--- src/sv/icb_pkg.sv ---
// types and constants shared by the indexed char buffer modules
`timescale 1ns / 1ps

package icb_pkg;

  // fixed field widths
  localparam int unsigned FUNC_W  = 3;
  localparam int unsigned CHAR_W  = 8;
  localparam int unsigned INDEX_W = 7;
  localparam int unsigned LEN_W   = 7;
  localparam int unsigned STAT_W  = 2;

  // bytes per first-level group of the read gather
  localparam int unsigned GRP_SIZE = 8;

  typedef enum logic [FUNC_W-1:0] {
    FN_APPEND = 3'd0,
    FN_INSERT = 3'd1,
    FN_SET    = 3'd2,
    FN_GET    = 3'd3,
    FN_POP    = 3'd4,
    FN_REMOVE = 3'd5,
    FN_CLEAR  = 3'd6,
    FN_NOP    = 3'd7
  } icb_func_e;

  typedef enum logic [STAT_W-1:0] {
    ST_OK    = 2'd0,
    ST_RANGE = 2'd1,
    ST_EMPTY = 2'd2,
    ST_FULL  = 2'd3
  } icb_status_e;

  // per-cell edit broadcast along the row
  typedef enum logic [1:0] {
    COP_HOLD   = 2'd0,
    COP_WRITE  = 2'd1,
    COP_INSERT = 2'd2,
    COP_REMOVE = 2'd3
  } icb_cop_e;

  typedef struct packed {
    icb_func_e         func;
    logic [CHAR_W-1:0] char_in;
    logic [INDEX_W-1:0] index;
  } icb_req_t;

  typedef struct packed {
    logic [CHAR_W-1:0] char_out;
    logic [LEN_W-1:0]  length;
    icb_status_e       status;
  } icb_rsp_t;

  typedef struct packed {
    icb_cop_e          op;
    logic [CHAR_W-1:0] din;
  } icb_cell_ctl_t;

  // position flags of one cell relative to the edit target
  typedef struct packed {
    logic at;    // cell is the target
    logic past;  // cell lies above the target
  } icb_sel_t;

endpackage

--- src/sv/indexed_char_buffer.sv ---
// top level of the indexed char buffer: decode, count, cell row and result path
`timescale 1ns / 1ps

// an accepted word is registered in v1_q and then in done_q, which drives the result strobe
// throughput: one word per cycle, busy is never raised and edits finish in the row at once
// the read gather is a two-level and-or, registered between the levels
// reset clears the count and the result strobe; cell contents are undefined until written
// the receiver cannot stall: every result is on rsp_o for exactly the cycle done_o is high

module indexed_char_buffer #(
  parameter int unsigned CAPACITY = 64
) (
  input  logic              clk_i,
  input  logic              rst_ni,
  input  logic              start,
  output logic              busy,
  input  icb_pkg::icb_req_t req_i,
  output logic              done_o,
  output icb_pkg::icb_rsp_t rsp_o
);

  // count holds 0..CAPACITY; compares run at the wider of count and index
  localparam int unsigned CW   = $clog2(CAPACITY + 1);
  localparam int unsigned CMPW = (CW > icb_pkg::INDEX_W) ? CW : icb_pkg::INDEX_W;

  // handshake
  logic accept;

  // count state
  logic [CW-1:0] count_d, count_q;

  // decode results
  icb_pkg::icb_status_e   status;
  icb_pkg::icb_cell_ctl_t cell_ctl;
  logic [CMPW-1:0]        cnt_ext, idx_ext, wr_tgt, rd_tgt;
  logic                   rd_en;
  logic                   full, empty;

  // row wiring
  icb_pkg::icb_sel_t [CAPACITY-1:0]           cell_sel;
  logic [CAPACITY-1:0][icb_pkg::CHAR_W-1:0]   cell_q;
  logic [CAPACITY-1:0]                        rd_sel;
  logic [icb_pkg::CHAR_W-1:0]                 rd_byte;

  // first result stage, lines up with the gather group registers
  logic                         v1_q;
  logic [icb_pkg::LEN_W-1:0]    len1_d, len1_q;
  icb_pkg::icb_status_e         st1_q;

  // output register
  logic              done_q;
  icb_pkg::icb_rsp_t rsp_q;

  // every edit lands in the row in the cycle it is accepted, so no stall is needed
  assign busy   = 1'b0;
  assign accept = start & ~busy;

  assign cnt_ext = CMPW'(count_q);
  assign idx_ext = CMPW'(req_i.index);
  assign full    = (count_q == CW'(CAPACITY));
  assign empty   = (count_q == '0);

  // operation decode: status, new count, row edit and read target
  always_comb begin
    status       = icb_pkg::ST_OK;
    count_d      = count_q;
    cell_ctl.op  = icb_pkg::COP_HOLD;
    cell_ctl.din = req_i.char_in;
    wr_tgt       = idx_ext;
    rd_tgt       = idx_ext;
    rd_en        = 1'b0;
    unique case (req_i.func)
      icb_pkg::FN_APPEND: begin
        if (full) begin
          status = icb_pkg::ST_FULL;
        end else begin
          cell_ctl.op = icb_pkg::COP_WRITE;
          wr_tgt      = cnt_ext;
          count_d     = count_q + CW'(1);
        end
      end
      icb_pkg::FN_INSERT: begin
        // full wins over a bad index
        if (full) begin
          status = icb_pkg::ST_FULL;
        end else if (idx_ext > cnt_ext) begin
          status = icb_pkg::ST_RANGE;
        end else begin
          cell_ctl.op = icb_pkg::COP_INSERT;
          count_d     = count_q + CW'(1);
        end
      end
      icb_pkg::FN_SET: begin
        if (idx_ext >= cnt_ext) begin
          status = icb_pkg::ST_RANGE;
        end else begin
          cell_ctl.op = icb_pkg::COP_WRITE;
        end
      end
      icb_pkg::FN_GET: begin
        if (idx_ext >= cnt_ext) begin
          status = icb_pkg::ST_RANGE;
        end else begin
          rd_en = 1'b1;
        end
      end
      icb_pkg::FN_POP: begin
        if (empty) begin
          status = icb_pkg::ST_EMPTY;
        end else begin
          rd_en   = 1'b1;
          rd_tgt  = cnt_ext - CMPW'(1);
          count_d = count_q - CW'(1);
        end
      end
      icb_pkg::FN_REMOVE: begin
        // old byte is gathered before the row closes the gap
        if (idx_ext >= cnt_ext) begin
          status = icb_pkg::ST_RANGE;
        end else begin
          rd_en       = 1'b1;
          cell_ctl.op = icb_pkg::COP_REMOVE;
          count_d     = count_q - CW'(1);
        end
      end
      icb_pkg::FN_CLEAR: begin
        count_d = '0;
      end
      icb_pkg::FN_NOP: begin
        count_d = count_q;
      end
    endcase
    // nothing moves unless a word is taken
    if (!accept) begin
      cell_ctl.op = icb_pkg::COP_HOLD;
      rd_en       = 1'b0;
      count_d     = count_q;
    end
  end

  assign len1_d = icb_pkg::LEN_W'(count_d);

  // row of cells; each cell sees its neighbors and its own position flags
  for (genvar i = 0; i < CAPACITY; i++) begin : g_row
    logic [icb_pkg::CHAR_W-1:0] left_byte, right_byte;

    assign cell_sel[i].at   = (wr_tgt == CMPW'(i));
    assign cell_sel[i].past = (CMPW'(i) > wr_tgt);
    assign rd_sel[i]        = rd_en & (rd_tgt == CMPW'(i));

    // ends of the row: the bottom never takes from the left, the top takes a filler
    if (i == 0) begin : g_bot
      assign left_byte = '0;
    end else begin : g_mid_l
      assign left_byte = cell_q[i-1];
    end
    if (i == CAPACITY - 1) begin : g_top
      assign right_byte = '0;
    end else begin : g_mid_r
      assign right_byte = cell_q[i+1];
    end

    icb_cell u_cell (
      .clk_i   (clk_i),
      .ctl_i   (cell_ctl),
      .sel_i   (cell_sel[i]),
      .left_i  (left_byte),
      .right_i (right_byte),
      .q_o     (cell_q[i])
    );
  end

  // read gather: old contents captured on the accept edge
  icb_gather #(
    .CAPACITY (CAPACITY)
  ) u_gather (
    .clk_i   (clk_i),
    .cells_i (cell_q),
    .sel_i   (rd_sel),
    .byte_o  (rd_byte)
  );

  // count register
  always_ff @(posedge clk_i or negedge rst_ni) begin
    if (!rst_ni) begin
      count_q <= '0;
    end else begin
      count_q <= count_d;
    end
  end

  // result valid flags
  always_ff @(posedge clk_i or negedge rst_ni) begin
    if (!rst_ni) begin
      v1_q   <= 1'b0;
      done_q <= 1'b0;
    end else begin
      v1_q   <= accept;
      done_q <= v1_q;
    end
  end

  // result payload, no reset needed
  always_ff @(posedge clk_i) begin
    len1_q         <= len1_d;
    st1_q          <= status;
    rsp_q.char_out <= rd_byte;
    rsp_q.length   <= len1_q;
    rsp_q.status   <= st1_q;
  end

  assign done_o = done_q;
  assign rsp_o  = rsp_q;

`ifndef NO_ASSERTIONS
  // each accepted word gives a result strobe once it has passed v1_q and done_q
  a_done_follows: assert property (@(posedge clk_i) disable iff (!rst_ni)
    accept |-> ##2 done_o)
    else $error("accepted word produced no result strobe");

  // no strobe without an earlier accepted word
  a_done_cause: assert property (@(posedge clk_i) disable iff (!rst_ni)
    done_o |-> $past(accept, 2))
    else $error("result strobe without an accepted word");

  // count stays within the capacity
  a_count_bound: assert property (@(posedge clk_i) disable iff (!rst_ni)
    count_q <= CW'(CAPACITY))
    else $error("count above capacity");

  // count moves only on an accepted word
  a_count_moves: assert property (@(posedge clk_i) disable iff (!rst_ni)
    (count_q != $past(count_q)) |-> $past(accept))
    else $error("count changed with no word accepted");

  // an error result carries a zero byte
  a_err_zero: assert property (@(posedge clk_i) disable iff (!rst_ni)
    (done_o && rsp_o.status != icb_pkg::ST_OK) |-> (rsp_o.char_out == '0))
    else $error("error result with nonzero byte");
`endif

endmodule

--- src/sv/icb_cell.sv ---
// one byte cell of the storage row
`timescale 1ns / 1ps

module icb_cell (
  input  logic                             clk_i,
  input  icb_pkg::icb_cell_ctl_t           ctl_i,
  input  icb_pkg::icb_sel_t                sel_i,
  input  logic [icb_pkg::CHAR_W-1:0]       left_i,
  input  logic [icb_pkg::CHAR_W-1:0]       right_i,
  output logic [icb_pkg::CHAR_W-1:0]       q_o
);

  logic [icb_pkg::CHAR_W-1:0] byte_d, byte_q;

  always_comb begin
    byte_d = byte_q;
    case (ctl_i.op)
      icb_pkg::COP_WRITE: begin
        if (sel_i.at) byte_d = ctl_i.din;
      end
      icb_pkg::COP_INSERT: begin
        // bytes above the slot move up one place
        if (sel_i.past) byte_d = left_i;
        else if (sel_i.at) byte_d = ctl_i.din;
      end
      icb_pkg::COP_REMOVE: begin
        // the slot and everything above it take the next byte down
        if (sel_i.at || sel_i.past) byte_d = right_i;
      end
      default: begin
        byte_d = byte_q;
      end
    endcase
  end

  always_ff @(posedge clk_i) begin
    byte_q <= byte_d;
  end

  assign q_o = byte_q;

endmodule

--- src/sv/icb_gather.sv ---
// registered and-or gather of the selected cell byte
`timescale 1ns / 1ps

module icb_gather #(
  parameter int unsigned CAPACITY = 64
) (
  input  logic                                   clk_i,
  input  logic [CAPACITY-1:0][icb_pkg::CHAR_W-1:0] cells_i,
  input  logic [CAPACITY-1:0]                    sel_i,
  output logic [icb_pkg::CHAR_W-1:0]             byte_o
);

  localparam int unsigned NGRP = (CAPACITY + icb_pkg::GRP_SIZE - 1) / icb_pkg::GRP_SIZE;

  logic [NGRP-1:0][icb_pkg::CHAR_W-1:0] grp_d, grp_q;

  // first level: or within each group of cells
  always_comb begin
    grp_d = '0;
    for (int g = 0; g < NGRP; g++) begin
      for (int k = 0; k < icb_pkg::GRP_SIZE; k++) begin
        if (g * icb_pkg::GRP_SIZE + k < CAPACITY) begin
          grp_d[g] = grp_d[g]
                   | (cells_i[g * icb_pkg::GRP_SIZE + k]
                      & {icb_pkg::CHAR_W{sel_i[g * icb_pkg::GRP_SIZE + k]}});
        end
      end
    end
  end

  always_ff @(posedge clk_i) begin
    grp_q <= grp_d;
  end

  // second level: or across groups
  always_comb begin
    byte_o = '0;
    for (int g = 0; g < NGRP; g++) begin
      byte_o = byte_o | grp_q[g];
    end
  end

endmodule

--- config.mk ---
export PLATFORM = sky130hd
export DESIGN_NAME = indexed_char_buffer
export DESIGN_NICKNAME = d
export VERILOG_FILES = /design/src/sv/icb_pkg.sv /design/src/sv/indexed_char_buffer.sv /design/src/sv/icb_cell.sv /design/src/sv/icb_gather.sv
export SDC_FILE = /design/constraint.sdc
export NUM_CORES = 2
export LEC_CHECK = 0
export BUFFER_PORTS_ARGS = -buffer_cell sky130_fd_sc_hd__buf_4
export CAP_MARGIN = 20
export CORE_MARGIN = 3
export CORE_UTILIZATION = 55
export DETAILED_ROUTE_END_ITERATION = 7
export PLACE_DENSITY = 0.76
export SYNTH_ARGS = -nofsm -noshare
export SYNTH_HDL_FRONTEND = slang
export SYNTH_HIERARCHICAL = 1
export SYNTH_SLANG_ARGS = --single-unit
--- constraint.sdc ---
create_clock -name clk_i -period 14.2 [get_ports clk_i]
set_clock_uncertainty 0.2 [all_clocks]
set_input_delay 0.71 -clock clk_i [delete_from_list [all_inputs] [get_ports clk_i]]
set_output_delay 0.71 -clock clk_i [all_outputs]
set_load 0.01 [all_outputs]
# After elaboration in Yosys (flattened, before gate mapping)
# Cells that the tools add are included.
# Widths: inputs -> output; s select.
# classes
mux	284
eq_ne	200
n_lt_le_gt_ge	66
n_addsub	2
bitwise	191
n_reduce_logical	135
# op_table
cell	n
$mux 8	192
$pmux 8 s3	64
$and 8x8->8	64
$or 8x8->8	63
$eq 7x6->1 const B	64
$eq 7x5->1 const B	32
$gt 6x7->1 const A	32
$ne 2x1->1 const B	64
$reduce_and 2->1	64
$eq 7x4->1 const B	16
$gt 5x7->1 const A	16
$mux 7	10
$and 1x1->1	64
$logic_or 1x1->1	64
$eq 7x3->1 const B	8
$gt 4x7->1 const A	8
$pmux 7 s5	1
$eq 7x2->1 const B	4
$gt 3x7->1 const A	4
$logic_not 7->1	3
$pmux 2 s4	2
$eq 7x1->1 const B	2
$gt 1x7->1 const A	2
$gt 2x7->1 const A	2
17 further kinds	33
# totals
word_cells	958
register_bits	611
input_bits	21

# Longest topological paths before layout
# depth
ltp_word	13
mapped_depth	15
depth_no_buf	10

# Cells and area by module
# Netlist, hierarchy kept.
# modules_own_cells
mod	cells_each	seq_area_each_um2	instances	area_each_um2
icb_cell	39	240.2	64	593.1
icb_gather	472	1281.2	1	4359.2
indexed_char_buffer	550	745.7	1	3555.9

# Least setup slack after synthesis
# No wires, ideal clock.
# synth_timing
kind	input -> register
start	input port req_i[2] in the netlist's numbering
end	register g_row[41].u_cell.byte_q (netlist bit g_row[41].u_cell/q_o[0]) (enable)
path_buffers	1
setup_slack_ps	4112
cell_stages	9
arrival_ps	9620
path_cell_list	ha_1 > a21oi_1 > o21ai_0 > a21oi_1 > nand2_1 > a211oi_1 > clkbuf_2 > nand2_2 > o31a_2
# synth_lines
item	line_no	source
start: declaration	indexed_char_buffer.sv:17	input icb_pkg::icb_req_t req_i,
end signal: assignment	icb_cell.sv:37	byte_q <= byte_d;
end: declaration	icb_cell.sv:13	logic [icb_pkg::CHAR_W-1:0] byte_d, byte_q;

==> flow_summary.ini <==
[die]
dieArea_mm2 = 0.08690
start_util_pct = 55.69
rows = 105
fp.dieH_um = 294.8
die_w_um = 294.8
core_area_mm2 = 0.08237
ios = 40

[timing]
fmax_mhz = 161.3
setup_ws_ns = 8.001
max_slew_margin_pct = 9.647
fin_tns_setup_ns = 0
rsz0062_at_grt = no
slew_viol_final = 0
worst_pin_slew_ns = 1.343
hold_viol = 0
period_share_pct = 43.65
min_period_ns = 6.199
setup_violations = 0

[worst_hold_path]
whs_endpoint = rsp_o[1]
holdCritPathClass = reg -> reg
hp-start = st1_q[1]
holdPathStages = 0

[clocking]
tritoncts = done
clockRootBuffer = clkbuf_16
cts.sinks = 611
clk_pin_slew_worst_paths_ns = 0.06
cts_buffers = 72
insertion_delay_ns = 0.64
clockBufferDepth = 3
htreeDepth = 3
cts-resized-gates = 0

[power]
pwr_density_cell_mw_per_mm2 = 112.0
p_leak_nw = 15.21
peakVddDrop_mv = 0.07826

[final_layout]
final_nets = 3456
drive_gt1_share_pct = 41.70
fin_cells = 4553
syn2layout_area_growth_pct = 5.183
final_util_pct = 58.57

[routing]
first_pass_iters = 8
routed_wl_mm = 148.3
wl_per_cell_um = 32.56
drc = 0
initialDrtViolationCount = 5252
vias = 35550
drtAntennaViolNets = 0
viasPerCell = 7.807

[critical_path]
crit_path_start_kind = register
r2r-start = cnt_ext[2]
r2r_cells = 11
r2r_slack_ns = 8.00
worst_setup_path_end_kind = register
path_max_fanout = 235
arrival_ns = 6.35
crit_required_ns = 14.35
worstSetupPathType = reg -> reg
regToRegEndpoint = g_row[8].u_cell/q_o[5]

[yosys]
async_flop_share_pct = 1.473
synth.top_cells.by_area = edfxtp_1, mux2_4, nand4bb_1, o221a_2, a22oi_1
synth_cell_type_count = 75
synth_area_mm2 = 0.04587
synth_seq_cells = 611
syn_inst = 3518
synth_top_area_share_pct = 33.52
ys.flop_type = edfxtp_1
synth_top_cell_by_area = edfxtp_1
synthTopCellsByCount = mux2_4, edfxtp_1, nand4bb_1
synth_edf_count = 512
ys_warn_count = 6
seq_area_frac_synth_pct = 37.94
avgSynthCellArea_um2 = 13.04
synth.most_common_cell = mux2_4

[global_routing]
grt_pass1_wl_mm = 218.0
grt_pass1_vias = 33350
globalRouteOverflowTotal = 0
antenna_found_initial = 4
grt_max_degree = 236
grt_util_all_layers_pct = 32.74

[placement]
dpl_worst_slack_ns = 8.295
dp.cells = 4402
routabilityCongestion = 0.9637
hpwl_mm = 99.05
numPortBuffers = 38

[run]
drv_cap = 0

[outcome]
status = completed
state kept, by name, indices dropped and copies added (netlist names):
signal            cells
cnt_ext               7
st1_q                 2
rsp_o                17
g_row.u_cell/q_o    512
done_o                1
u_gather/grp_q       64
len1_q                7
v1_q                  1
layer usage:
layer	track usage, %	routed length, um	vias up
li1	-	-	14930
met2	48.97	65080	2397
met4	16.82	8417	6
met5	0	38	-
met1	44.68	58340	17730
met3	7.219	16380	489
area by class of cell:
cell class,instances,area [um^2]
multi-input combinational,2621,26350
timing repair buffer,99,792.0
clock inverter,27,171.4
tap,1070,1339
clock buffer,102,2110
sequential,611,17400
fill,6478,34120
antenna,3,7.507
inverter,20,75.07
report_power, final:
part | total, mW | switching, mW | internal, mW
clock | 1.83 | 0.777 | 1.06
sequential | 2.40 | 0.228 | 2.18
combinational | 1.17 | 0.614 | 0.552
total | 5.40 | 1.62 | 3.79
worst max-delay path: stages, from the launching register on:
cell	delay, ns
dfrtp_1	0.64
inv_1	0.15
ha_1	0.35
a21oi_1	0.20
o21ai_0	0.21
a21o_1	0.27
a2111oi_0	0.58
o21a_4	0.65
buf_4	0.91
buf_12	0.68
nand2_2	0.30
o31a_2	0.48
timing repair:
| action | 4_1_cts | 5_1_grt |
|---|---|---|
| hold buffers | 1 | 0 |
| buffers inserted | 0 | 0 |
| hold endpoints to repair | 9 | 0 |
cell usage in the layout, fill, tap and decap left out, drive strengths merged, types with 27 or more instances in the layout:
cell type / instances
a21oi: 27
a22oi: 259
buf: 93
clkbuf: 107
conb: 27
dfxtp: 90
edfxtp: 512
mux2: 516
nand2: 126
nand4: 66
nand4bb: 512
nor2: 148
nor3: 30
o21a: 72
o21ai: 41
o221a: 512
o31a: 66
or2: 70
how the worst max path moves through the flow:
stage / startpoint / slack [ns] / end / depth (start not counted)
after floorplan: req_i[2] / 4.11 / g_row[41].u_cell/q_o[0] / 9
after global placement: req_i[0] / 8.37 / g_row[51].u_cell/q_o[1] / 12
after detailed placement: req_i[2] / 8.30 / g_row[51].u_cell/q_o[2] / 11
after CTS: cnt_ext[3] / 8.28 / g_row[51].u_cell/q_o[4] / 10
after global routing: cnt_ext[2] / 7.76 / g_row[51].u_cell/q_o[4] / 11
final: cnt_ext[2] / 8.00 / g_row[8].u_cell/q_o[5] / 11
metrics by stage:
stage	total power, mW	instance area (um^2)	hold slack [ns]
after detailed placement	3.555	45810	0.1151
after global routing	5.552	48240	0.1004
final	5.403	48250	0.1140
after floorplan	3.192	45970	0.1096
after global placement	3.532	45750	0.1128
after CTS	5.364	48100	0.09965
kinds of logic after synthesis:
group	after synthesis	synth area share (%)
buf+inv	312	4.882
xor+xnor	7	0.1337
mux	524	17.06
compound gates	1022	21.23
simple gates	1031	18.47
flops	611	37.94
other cells	1	0.008175
fa+ha+maj	10	0.2728
Power figures use the tool's default switching activity.
